--- config.mk ---
export PLATFORM = sky130hd
export DESIGN_NAME = windowed_median_null_skip
export DESIGN_NICKNAME = d
export VERILOG_FILES = /design/src/rtl/wmns_pkg.sv /design/src/rtl/wmns_sort_cell.sv /design/src/rtl/wmns_sort_chain.sv /design/src/rtl/wmns_window.sv /design/src/rtl/windowed_median_null_skip.sv
export VERILOG_INCLUDE_DIRS = /design/src /design/src/rtl
export SDC_FILE = /design/constraint.sdc
export NUM_CORES = 2
export LEC_CHECK = 0
export BUFFER_PORTS_ARGS = -buffer_cell sky130_fd_sc_hd__buf_2
export CORE_ASPECT_RATIO = 1.1
export CORE_MARGIN = 4
export CORE_UTILIZATION = 30
export CTS_CLUSTER_DIAMETER = 30
export DETAILED_ROUTE_END_ITERATION = 8
export PLACE_DENSITY = 0.43
export SETUP_SLACK_MARGIN = 0.4
export SLEW_MARGIN = 10
export SYNTH_ARGS = -nofsm -noshare
export SYNTH_HDL_FRONTEND = slang
export SYNTH_HIERARCHICAL = 1
export SYNTH_SLANG_ARGS = --single-unit
--- constraint.sdc ---
create_clock -name clock -period 72.7 [get_ports clock]
set_input_delay 3.635 -clock clock [delete_from_list [all_inputs] [get_ports clock]]
set_output_delay 3.635 -clock clock [all_outputs]
set_load 0.03 [all_outputs]
--- src/rtl/windowed_median_null_skip_defines.svh ---
// ----------------------------------------------------------------------------
// windowed_median_null_skip_defines
// assertion macros used by the median filter top level
// ----------------------------------------------------------------------------
`ifndef WINDOWED_MEDIAN_NULL_SKIP_DEFINES_SVH
`define WINDOWED_MEDIAN_NULL_SKIP_DEFINES_SVH

// same-cycle implication, sampled on clock, off during reset
`define WMNS_IMPLY(label, ante, cons, msg) \
   label: assert property (@(posedge clock) disable iff (reset) (ante) |-> (cons)) \
      else $error(msg);

// next-cycle implication, sampled on clock, off during reset
`define WMNS_NEXT(label, ante, cons, msg) \
   label: assert property (@(posedge clock) disable iff (reset) (ante) |=> (cons)) \
      else $error(msg);

`endif

--- src/rtl/wmns_pkg.sv ---
// ----------------------------------------------------------------------------
// wmns_pkg
// shared constants and types of the windowed median filter
// ----------------------------------------------------------------------------
package wmns_pkg;

   // window geometry
   localparam int MAX_HALF    = 15;
   localparam int SAMPLE_BITS = 32;
   localparam int HALF_W      = 4;
   localparam int DEPTH       = 2 * MAX_HALF + 1;
   localparam int AGE_W       = $clog2(DEPTH);
   localparam int CNT_W       = $clog2(DEPTH + 1);

   typedef logic signed [SAMPLE_BITS-1:0] sample_type;

   // command broadcast to every sort cell
   typedef struct packed {
      logic       clear;
      logic       insert;
      sample_type key;
   } sort_cmd_type;

   // what a cell hands to its right-hand neighbor
   typedef struct packed {
      logic       lt;
      logic       valid;
      sample_type value;
   } cell_link_type;

endpackage

--- src/rtl/wmns_sort_cell.sv ---
// ----------------------------------------------------------------------------
// wmns_sort_cell
// one slot of the sorted insertion chain
// ----------------------------------------------------------------------------
module wmns_sort_cell (
   input  logic                    clock,
   input  logic                    reset,
   input  wmns_pkg::sort_cmd_type  cmd,
   input  wmns_pkg::cell_link_type prev,
   output wmns_pkg::cell_link_type link
);
   import wmns_pkg::*;

   sample_type value_ff;
   sample_type value_in;
   logic       valid_ff;
   logic       valid_in;
   logic       lt;

   // an empty slot sorts as larger than any key
   assign lt = !valid_ff || ($signed(cmd.key) < $signed(value_ff));

   // take the key, or the left neighbor's entry when the key lands further left
   always_comb begin
      value_in = value_ff;
      valid_in = valid_ff;
      if (cmd.clear) begin
         valid_in = 1'b0;
      end else if (cmd.insert && lt) begin
         if (prev.lt) begin
            value_in = prev.value;
            valid_in = prev.valid;
         end else begin
            value_in = cmd.key;
            valid_in = 1'b1;
         end
      end
   end

   always_ff @(posedge clock) begin
      if (reset) begin
         valid_ff <= 1'b0;
      end else begin
         valid_ff <= valid_in;
      end
   end

   always_ff @(posedge clock) begin
      value_ff <= value_in;
   end

   assign link = '{lt: lt, valid: valid_ff, value: value_ff};

endmodule

--- src/rtl/wmns_sort_chain.sv ---
// ----------------------------------------------------------------------------
// wmns_sort_chain
// row of sort cells with an entry count and a median tap
// ----------------------------------------------------------------------------
module wmns_sort_chain (
   input  logic                   clock,
   input  logic                   reset,
   input  wmns_pkg::sort_cmd_type cmd,
   output wmns_pkg::sample_type   median_value,
   output logic                   median_empty
);
   import wmns_pkg::*;

   cell_link_type              links [DEPTH];
   logic          [CNT_W-1:0]  count_ff;
   logic          [AGE_W-1:0]  mid_idx;

   // cells, each fed by its left neighbor
   for (genvar i = 0; i < DEPTH; i++) begin : g_cell
      cell_link_type prev_link;
      if (i == 0) begin : g_head
         assign prev_link = '0;
      end else begin : g_body
         assign prev_link = links[i-1];
      end
      wmns_sort_cell u_cell (
         .clock (clock),
         .reset (reset),
         .cmd   (cmd),
         .prev  (prev_link),
         .link  (links[i])
      );
   end

   // number of keys held
   always_ff @(posedge clock) begin
      if (reset) begin
         count_ff <= '0;
      end else if (cmd.clear) begin
         count_ff <= '0;
      end else if (cmd.insert) begin
         count_ff <= count_ff + CNT_W'(1);
      end
   end

   // upper median sits at index count/2
   assign mid_idx      = AGE_W'(count_ff >> 1);
   assign median_empty = (count_ff == '0);
   assign median_value = median_empty ? '0 : links[mid_idx].value;

endmodule

--- src/rtl/wmns_window.sv ---
// ----------------------------------------------------------------------------
// wmns_window
// shift line of the most recent samples, newest at age zero
// ----------------------------------------------------------------------------
module wmns_window (
   input  logic                           clock,
   input  logic                           reset,
   input  logic                           shift,
   input  logic                           clear,
   input  wmns_pkg::sample_type           in_value,
   input  logic                           in_valid,
   input  logic [wmns_pkg::AGE_W-1:0]     rd_age,
   output wmns_pkg::sample_type           rd_value,
   output logic                           rd_valid
);
   import wmns_pkg::*;

   sample_type value_ff [DEPTH];
   logic       valid_ff [DEPTH];

   // valid bits, cleared at reset and at record end
   always_ff @(posedge clock) begin
      if (reset || clear) begin
         for (int i = 0; i < DEPTH; i++) begin
            valid_ff[i] <= 1'b0;
         end
      end else if (shift) begin
         valid_ff[0] <= in_valid;
         for (int i = 1; i < DEPTH; i++) begin
            valid_ff[i] <= valid_ff[i-1];
         end
      end
   end

   // sample values
   always_ff @(posedge clock) begin
      if (shift) begin
         value_ff[0] <= in_value;
         for (int i = 1; i < DEPTH; i++) begin
            value_ff[i] <= value_ff[i-1];
         end
      end
   end

   assign rd_value = value_ff[rd_age];
   assign rd_valid = valid_ff[rd_age];

endmodule

--- src/rtl/windowed_median_null_skip.sv ---
// ----------------------------------------------------------------------------
// windowed_median_null_skip
// sliding window median over one record, null samples skipped
//
// usage:
// req_ carries one sample item per handshake (valid high, stall low): value,
// null flag and record_last. rsp_ returns result items the same way; the
// block holds a result steady while rsp_stall is high. csr_ writes
// half_length H (window 2*H+1) and is always ready; write it between records.
// result p appears once sample p+H has arrived; record_last flushes the
// remaining results, at most H+1, and clears the sample history.
// each result feeds window entries 0..hi into the sort chain, one per cycle,
// hi = min(d+H, 30) for output offset d (d = H before record end), then a
// pick step registers the median as the result. an early item of a record
// that releases no result leaves the block idle; record_last walks through
// its flushed results in turn, oldest first.
// the input is stalled from the accept until the last result of that item is
// taken. reset (synchronous) empties the history and sets H to zero.
// ----------------------------------------------------------------------------
`include "windowed_median_null_skip_defines.svh"

module windowed_median_null_skip (
   input  logic                              clock,
   input  logic                              reset,
   input  logic                              req_valid,
   output logic                              req_stall,
   input  logic signed [31:0]                req_sample_value,
   input  logic                              req_sample_is_null,
   input  logic                              req_record_last,
   output logic                              rsp_valid,
   input  logic                              rsp_stall,
   output logic signed [31:0]                rsp_median_value,
   output logic                              rsp_median_is_null,
   output logic                              rsp_result_last,
   input  logic                              csr_valid,
   output logic                              csr_ready,
   input  logic [wmns_pkg::HALF_W-1:0]       csr_half_length
);
   import wmns_pkg::*;

   typedef enum logic [1:0] {
      ST_IDLE,
      ST_LOAD,
      ST_PICK,
      ST_OUT
   } state_type;

   state_type              state_ff;
   logic [HALF_W-1:0]      half_ff;
   logic [CNT_W-1:0]       seen_ff;
   logic [AGE_W-1:0]       age_ff;
   logic [AGE_W-1:0]       hi_ff;
   logic [AGE_W-1:0]       d_ff;
   logic                   flush_ff;
   logic                   rsp_valid_ff;
   sample_type             rsp_value_ff;
   logic                   rsp_null_ff;
   logic                   rsp_last_ff;

   logic                   accept;
   logic                   rsp_take;
   logic [AGE_W-1:0]       h_eff;
   logic [CNT_W-1:0]       count_now;
   logic [AGE_W-1:0]       top_age;
   logic [AGE_W-1:0]       first_d;
   logic                   emit_now;
   logic                   win_clear;
   sample_type             in_value;
   sample_type             rd_value;
   logic                   rd_valid;
   sort_cmd_type           cmd;
   sample_type             median_value;
   logic                   median_empty;

   // last age of the window around offset d
   function automatic logic [AGE_W-1:0] hi_for(input logic [AGE_W-1:0] d,
                                                input logic [AGE_W-1:0] h);
      logic [AGE_W:0] sum;
      sum = {1'b0, d} + {1'b0, h};
      if (sum > (AGE_W+1)'(DEPTH - 1)) begin
         return AGE_W'(DEPTH - 1);
      end
      return sum[AGE_W-1:0];
   endfunction

   assign accept   = req_valid && !req_stall;
   assign rsp_take = (state_ff == ST_OUT) && !rsp_stall;
   assign csr_ready = 1'b1;

   // half length, clamped to MAX_HALF
   assign h_eff = (int'(half_ff) > MAX_HALF) ? AGE_W'(MAX_HALF) : AGE_W'(half_ff);

   // samples of this record including the one arriving now, capped at DEPTH
   assign count_now = (int'(seen_ff) >= DEPTH) ? seen_ff : seen_ff + CNT_W'(1);
   assign top_age   = AGE_W'(count_now - CNT_W'(1));
   // first result sits H back, or at the oldest owed position on a flush
   assign first_d   = !req_record_last ? h_eff : ((h_eff > top_age) ? top_age : h_eff);
   assign emit_now  = req_record_last || (count_now > CNT_W'(h_eff));

   // history is dropped once the final result of a record leaves
   assign win_clear = rsp_take && flush_ff && (d_ff == '0);

   assign in_value = req_sample_is_null ? '0 : sample_type'(req_sample_value);

   wmns_window u_window (
      .clock    (clock),
      .reset    (reset),
      .shift    (accept),
      .clear    (win_clear),
      .in_value (in_value),
      .in_valid (!req_sample_is_null),
      .rd_age   (age_ff),
      .rd_value (rd_value),
      .rd_valid (rd_valid)
   );

   // chain is emptied before each result and fed one window entry a cycle
   always_comb begin
      cmd.clear  = accept || rsp_take;
      cmd.insert = (state_ff == ST_LOAD) && rd_valid;
      cmd.key    = rd_value;
   end

   wmns_sort_chain u_chain (
      .clock        (clock),
      .reset        (reset),
      .cmd          (cmd),
      .median_value (median_value),
      .median_empty (median_empty)
   );

   // configuration register
   always_ff @(posedge clock) begin
      if (reset) begin
         half_ff <= '0;
      end else if (csr_valid && csr_ready) begin
         half_ff <= csr_half_length;
      end
   end

   // sequencer and result register
   always_ff @(posedge clock) begin
      if (reset) begin
         state_ff     <= ST_IDLE;
         seen_ff      <= '0;
         age_ff       <= '0;
         hi_ff        <= '0;
         d_ff         <= '0;
         flush_ff     <= 1'b0;
         rsp_valid_ff <= 1'b0;
         rsp_value_ff <= '0;
         rsp_null_ff  <= 1'b0;
         rsp_last_ff  <= 1'b0;
      end else begin
         unique case (state_ff)
            ST_IDLE: begin
               if (accept) begin
                  seen_ff  <= count_now;
                  flush_ff <= req_record_last;
                  d_ff     <= first_d;
                  hi_ff    <= hi_for(first_d, h_eff);
                  age_ff   <= '0;
                  if (emit_now) begin
                     state_ff <= ST_LOAD;
                  end
               end
            end
            ST_LOAD: begin
               if (age_ff == hi_ff) begin
                  state_ff <= ST_PICK;
               end else begin
                  age_ff <= age_ff + AGE_W'(1);
               end
            end
            ST_PICK: begin
               rsp_valid_ff <= 1'b1;
               rsp_value_ff <= median_value;
               rsp_null_ff  <= median_empty;
               rsp_last_ff  <= flush_ff && (d_ff == '0);
               state_ff     <= ST_OUT;
            end
            ST_OUT: begin
               if (!rsp_stall) begin
                  rsp_valid_ff <= 1'b0;
                  if (flush_ff && (d_ff != '0)) begin
                     d_ff     <= d_ff - AGE_W'(1);
                     hi_ff    <= hi_for(d_ff - AGE_W'(1), h_eff);
                     age_ff   <= '0;
                     state_ff <= ST_LOAD;
                  end else begin
                     if (flush_ff) begin
                        seen_ff <= '0;
                     end
                     flush_ff <= 1'b0;
                     state_ff <= ST_IDLE;
                  end
               end
            end
            default: begin
               state_ff <= ST_IDLE;
            end
         endcase
      end
   end

   assign req_stall          = (state_ff != ST_IDLE);
   assign rsp_valid          = rsp_valid_ff;
   assign rsp_median_value   = rsp_value_ff;
   assign rsp_median_is_null = rsp_null_ff;
   assign rsp_result_last    = rsp_last_ff;

   // checks
   `WMNS_IMPLY(a_load_in_window, state_ff == ST_LOAD, age_ff <= hi_ff, "window read past its end")
   `WMNS_IMPLY(a_busy_while_out, rsp_valid_ff, req_stall, "input open while a result waits")
   `WMNS_NEXT(a_flush_resets, win_clear, seen_ff == '0, "sample count kept after record end")
   `WMNS_IMPLY(a_last_only_flush, rsp_valid_ff && rsp_last_ff, flush_ff, "last result outside flush")

endmodule

## Word-level counts from Yosys, hierarchy flattened

Memory sizes are Yosys's and may differ from the RTL's. A register that Yosys moved wholly into a read port is not among the register bits.
Cells that the tools add are included.

| word-level totals | value |
|---|---|
| logic and storage cells | 469 |
| input bits | 43 |
| memory bits (writable) | 1,023 |
| memories | 2 |
| register bits after elaboration | 1,090 |
| output and inout port bits | 37 |

| cells by class | value |
|---|---|
| equality and inequality tests | 12 |
| bitwise operators | 33 |
| add/subtract/negate cells | 7 |
| muxes and demuxes | 152 |
| reductions and logical operators | 152 |
| $lt $le $gt $ge | 37 |

Memory list:

| name | depth | width | read ports | clocked after Yosys merged registers in | wr ports | line | RTL |
|---|---|---|---|---|---|---|---|
| u_window.value_ff | 31 | 32 | 31 | 1 | 31 | wmns_window.sv:18 | `sample_type value_ff [DEPTH];` |
| u_window.valid_ff | 31 | 1 | 31 | 1 | 31 | wmns_window.sv:19 | `logic valid_ff [DEPTH];` |

Operators by type and width:

| kind | number |
|---|---|
| two-way mux 32 bit | 34 |
| less-than comparator 32 bit | 31 |
| binary-select mux 34 bit (select 5 bit) | 1 |
| two-way mux 5 bit | 25 |
| two-way mux 1 bit | 81 |
| AND reduction 2 bit | 32 |
| logical AND 1 bit | 38 |
| zero test 1 bit | 34 |
| logical OR 1 bit | 34 |
| OR 1 bit | 31 |
| one-hot mux 5 bit (2 select lines) | 3 |
| adder 5 x 1 -> 5 bit (second input constant) | 3 |
| one-hot mux 5 bit (3 select lines) | 1 |
| adder 5 x 4 -> 6 bit | 2 |
| > comparator 6 x 5 -> 1 bit (second input constant) | 2 |
| inequality test 2 bit (second input constant) | 6 |
| AND reduction 4 bit | 3 |
| zero test 5 bit | 2 |
| AND reduction 5 bit | 2 |
| subtractor 5 x 1 -> 5 bit (second input constant) | 2 |
| two-way mux 2 bit | 4 |
| one-hot mux 2 bit (4 select lines) | 1 |
| greater-or-equal comparator 6 bit (second input constant) | 1 |
| inverter 4 -> 6 bit | 1 |
| other kinds (14) | 19 |

## Depth between registers and ports, before layout

| depth | value |
|---|---|
| depth in word-level cells | 15 |
| gate-level depth with buffers | 22 |
| gate-level depth less buffers | 21 |

## Cells and area by module

Netlist, hierarchy kept.

By module, submodules not included:

| module | area each (µm²) | cells each | times used |
|---|---|---|---|
| wmns_window | 39,141.3 | 1,807 | 1 |
| wmns_sort_cell | 2,212.1 | 188 | 16 |
| wmns_sort_chain | 4,429.2 | 412 | 1 |
| windowed_median_null_skip | 3,734.8 | 432 | 1 |

## Worst setup path after synthesis

OpenSTA, ideal clock, no wires.

| timing path | value |
|---|---|
| path type | input-to-reg |
| start point | in req_valid |
| end point | reg u_chain.g_cell[0].u_cell.value_ff[0] (enable) |
| buffers on the path | 0 |
| path slack | 43.827 ns |
| data arrival time | 28.469 ns |
| required time | 72.296 ns |
| stages on the path | 3 |
| path through | and2_1 nand2b_1 and3b_1 |

RTL lines:

| element | line | RTL |
|---|---|---|
| from (decl) | windowed_median_null_skip.sv:25 | `input logic req_valid,` |
| to (signal assigned) | wmns_sort_cell.sv:49 | `value_ff <= value_in;` |
| to (decl) | wmns_sort_cell.sv:14 | `sample_type value_ff;` |

==> flow_metrics.tcl <==
set metrics [dict create \
    avgSynthCellArea_um2 14.6 \
    drive_gt1_share_pct 27.2 \
    initial_core_util_pct 30.2 \
    io_buffers 78 \
    crit_path_top_delay_cell "and3b_2" \
    die_h_um 559 \
    cts_hold_buf 0 \
    final_area_mm2 0.102 \
    routedWlPerCell_um 21.6 \
    cp.arrival_ns 8.98 \
    min_path_cells 0 \
    grt_pass1_wl_um 328000 \
    dpl.hpwl_um 144000 \
    num_io_pins 80 \
    r2r_slack_ns 64.19 \
    fmax_mhz 118 \
    tns_ns 0 \
    tritoncts "yes" \
    overflow 0 \
    regToRegEndpoint "u_chain/g_cell[14].u_cell/value_ff[27]$_DFFE_PP_" \
    crit_fanout 44 \
    dieArea_mm2 0.284 \
    rsz0062_at_grt "no" \
    fp.dieW_um 509 \
    vias 49600 \
    cp.depth 15 \
    vias_per_cell 4.93 \
    clock_latency_ns 0.91 \
    remaining_drc_errors 0 \
    final-hold-violation-count 0 \
    placed_cell_area_mm2 0.0873 \
    worstSetupEndpointType "flop" \
    grt_pass1_vias 52500 \
    finalSetupViolCount 0 \
    htreeDepth 5 \
    cpMostUsedCell "buf_4" \
    drtPass1Iterations 5 \
    r2r_start "age_ff[0]$_SDFFE_PP0P_" \
    cts_buffer_depth 4 \
    antenna_found_initial 4 \
    hp-class "flop to flop" \
    ctsResizeCount 0 \
    fillerInstances 25900 \
    clk_pin_slew_ns 0.05 \
    path_buf_inv 5 \
    antenna_left 0 \
    yosys_warnings 6 \
    slew_headroom_pct 26.8 \
    crit_start "age_ff[0]$_SDFFE_PP0P_" \
    wirelength_um 218000 \
    cp-start-kind "flop" \
    cts.sinks 1618 \
    min_period_over_period_pct 11.7 \
    synthesis.area_mm2 0.0827 \
    powerDensity_mw_per_mm2 41.8 \
    coreArea_mm2 0.273 \
    post-route-min-period_ns 8.51 \
    cts-root-buf "clkbuf_16" \
    multiInputGateArea_mm2 0.0317 \
    critPathMaxStageDelay_ns 0.87 \
    run_status "finished clean" \
    critPathKind "flop to flop" \
    required_ns 73.17 \
    grt.total_usage_pct 15.0 \
    rr_worst_depth 15 \
    fin_skew_ns 0.0974 \
    utilization_pct 37.4 \
    syn_inst 5657 \
    path_cells "buf_4, buf_4, buf_4, buf_4, mux4_2, a22oi_1, nand4_1, buf_4, ha_1, nand4_1, o311a_1, o41ai_2, a31oi_1, mux2_4, and3b_2" \
    min_to "u_window/value_ff[30][2]$_DFFE_PP_" \
    worstHoldStart "u_window/value_ff[29][2]$_DFFE_PP_" \
    gp_congestion 0.776 \
    grt_max_degree 185 \
    register_area_mm2 0.0478 \
    cts_setup_buffers 0 \
    final_nets 6611 \
    area_growth_pct 23.6 \
    num_rows 201 \
    ir_drop_v 0.0000264 \
    p_leak_nw 38.0 \
    worstMarginPinSlew_ns 1.10 \
    drt-initial-drc-count 2993 \
    numCtsBuffers 440 \
    final_max_slew_viol_count 0 \
    cap_viol_max_count 0 \
    cp_top_family "buffers and inverters" \
]
-- worst max-delay path by stage --
stage                                                       endpoint  slack (ns)
CTS                 u_chain/g_cell[14].u_cell/value_ff[28]$_DFFE_PP_       63.74
detailed placement  u_chain/g_cell[14].u_cell/value_ff[25]$_DFFE_PP_       63.81
finish              u_chain/g_cell[14].u_cell/value_ff[27]$_DFFE_PP_       64.19
global route        u_chain/g_cell[13].u_cell/value_ff[21]$_DFFE_PP_       63.38
floorplan             u_chain/g_cell[0].u_cell/value_ff[0]$_DFFE_PP_       43.83
global placement     u_chain/g_cell[13].u_cell/value_ff[0]$_DFFE_PP_       63.77
-- metal layers --
layer | track usage, % | up-vias | share of wire, %
met5 | 0 | - | 0.0060
met4 | 4.36 | 2 | 2.4
met3 | 2.92 | 360 | 4.5
met2 | 24.3 | 1090 | 47
met1 | 20.4 | 25300 | 46
li1 | - | 22900 | -
-- final cells by class --
cell class              instances  area share [%]
clock inverters               271            3.21
well taps                    3654            4.47
clock buffers                 538            11.4
diodes                          2         0.00490
flip-flops and latches       1618            46.8
multi-input cells            3270            31.0
inverters                     528            1.94
repair buffers                184            1.20
-- through the flow --
stage | total power, mW | instances | hold slack [ns] | setup WS [ns]
floorplan | 2.25 | 5690 | 0.419 | 43.83
global placement | 2.36 | 9254 | 0.424 | 63.77
detailed placement | 2.38 | 9254 | 0.427 | 63.81
CTS | 4.34 | 10100 | 0.357 | 63.74
global route | 4.50 | 10100 | 0.377 | 63.38
finish | 4.27 | 10100 | 0.363 | 64.19
-- report_power, final --
part / switching [mW] / total [mW] / internal (mW) / leakage (nW)
logic: 0.538 / 0.868 / 0.329 / 15.6
registers: 0.124 / 1.48 / 1.36 / 15.1
clock network: 0.583 / 1.92 / 1.34 / 7.28
total: 1.24 / 4.27 / 3.02 / 38.0
-- cell usage in the layout, fill, tap and decap left out, drive strengths merged, types with 18 or more instances in the layout --
cell type and count:
edfxtp 1535, a211oi 62, or2b 33, inv 542
o22ai 28, a21oi 238, nand2 223, clkbuf 538
mux2i 285, a221oi 19, a22o 70, a22oi 94
mux2 544, a31oi 32, buf 184, nor2b 75
a32oi 43, o21ai 103, bufinv 61, clkinv 179
nor3 18, and2 36, ha 524, o211ai 20
and3 24, nand4 90, mux4 252, o31ai 33
nor2 155, nand3 53, dfxtp 83, conb 35
a21o 25
-- worst reg2reg max path, stage by stage (launching register included) --
cell,delay (ns)
dfxtp_4,0.69
buf_4,0.54
buf_4,0.79
buf_4,0.65
buf_4,0.87
mux4_2,0.66
a22oi_1,0.16
nand4_1,0.29
buf_4,0.37
ha_1,0.42
nand4_1,0.09
o311a_1,0.41
o41ai_2,0.50
a31oi_1,0.18
mux2_4,0.60
and3b_2,0.89
-- registers in the layout, indices dropped and copies added (netlist names), 2 cells and up --
signal                          flops
seen_ff                             5
u_chain/g_cell.u_cell/valid_ff     16
u_window/value_ff                 992
hi_ff                               5
rsp_median_value                   32
u_window/valid_ff                  31
u_chain/g_cell.u_cell/value_ff    512
age_ff                              5
half_ff                             4
d_ff                                5
state_ff                            2
u_chain/count_ff                    5
(Power assumes the default switching activity.)
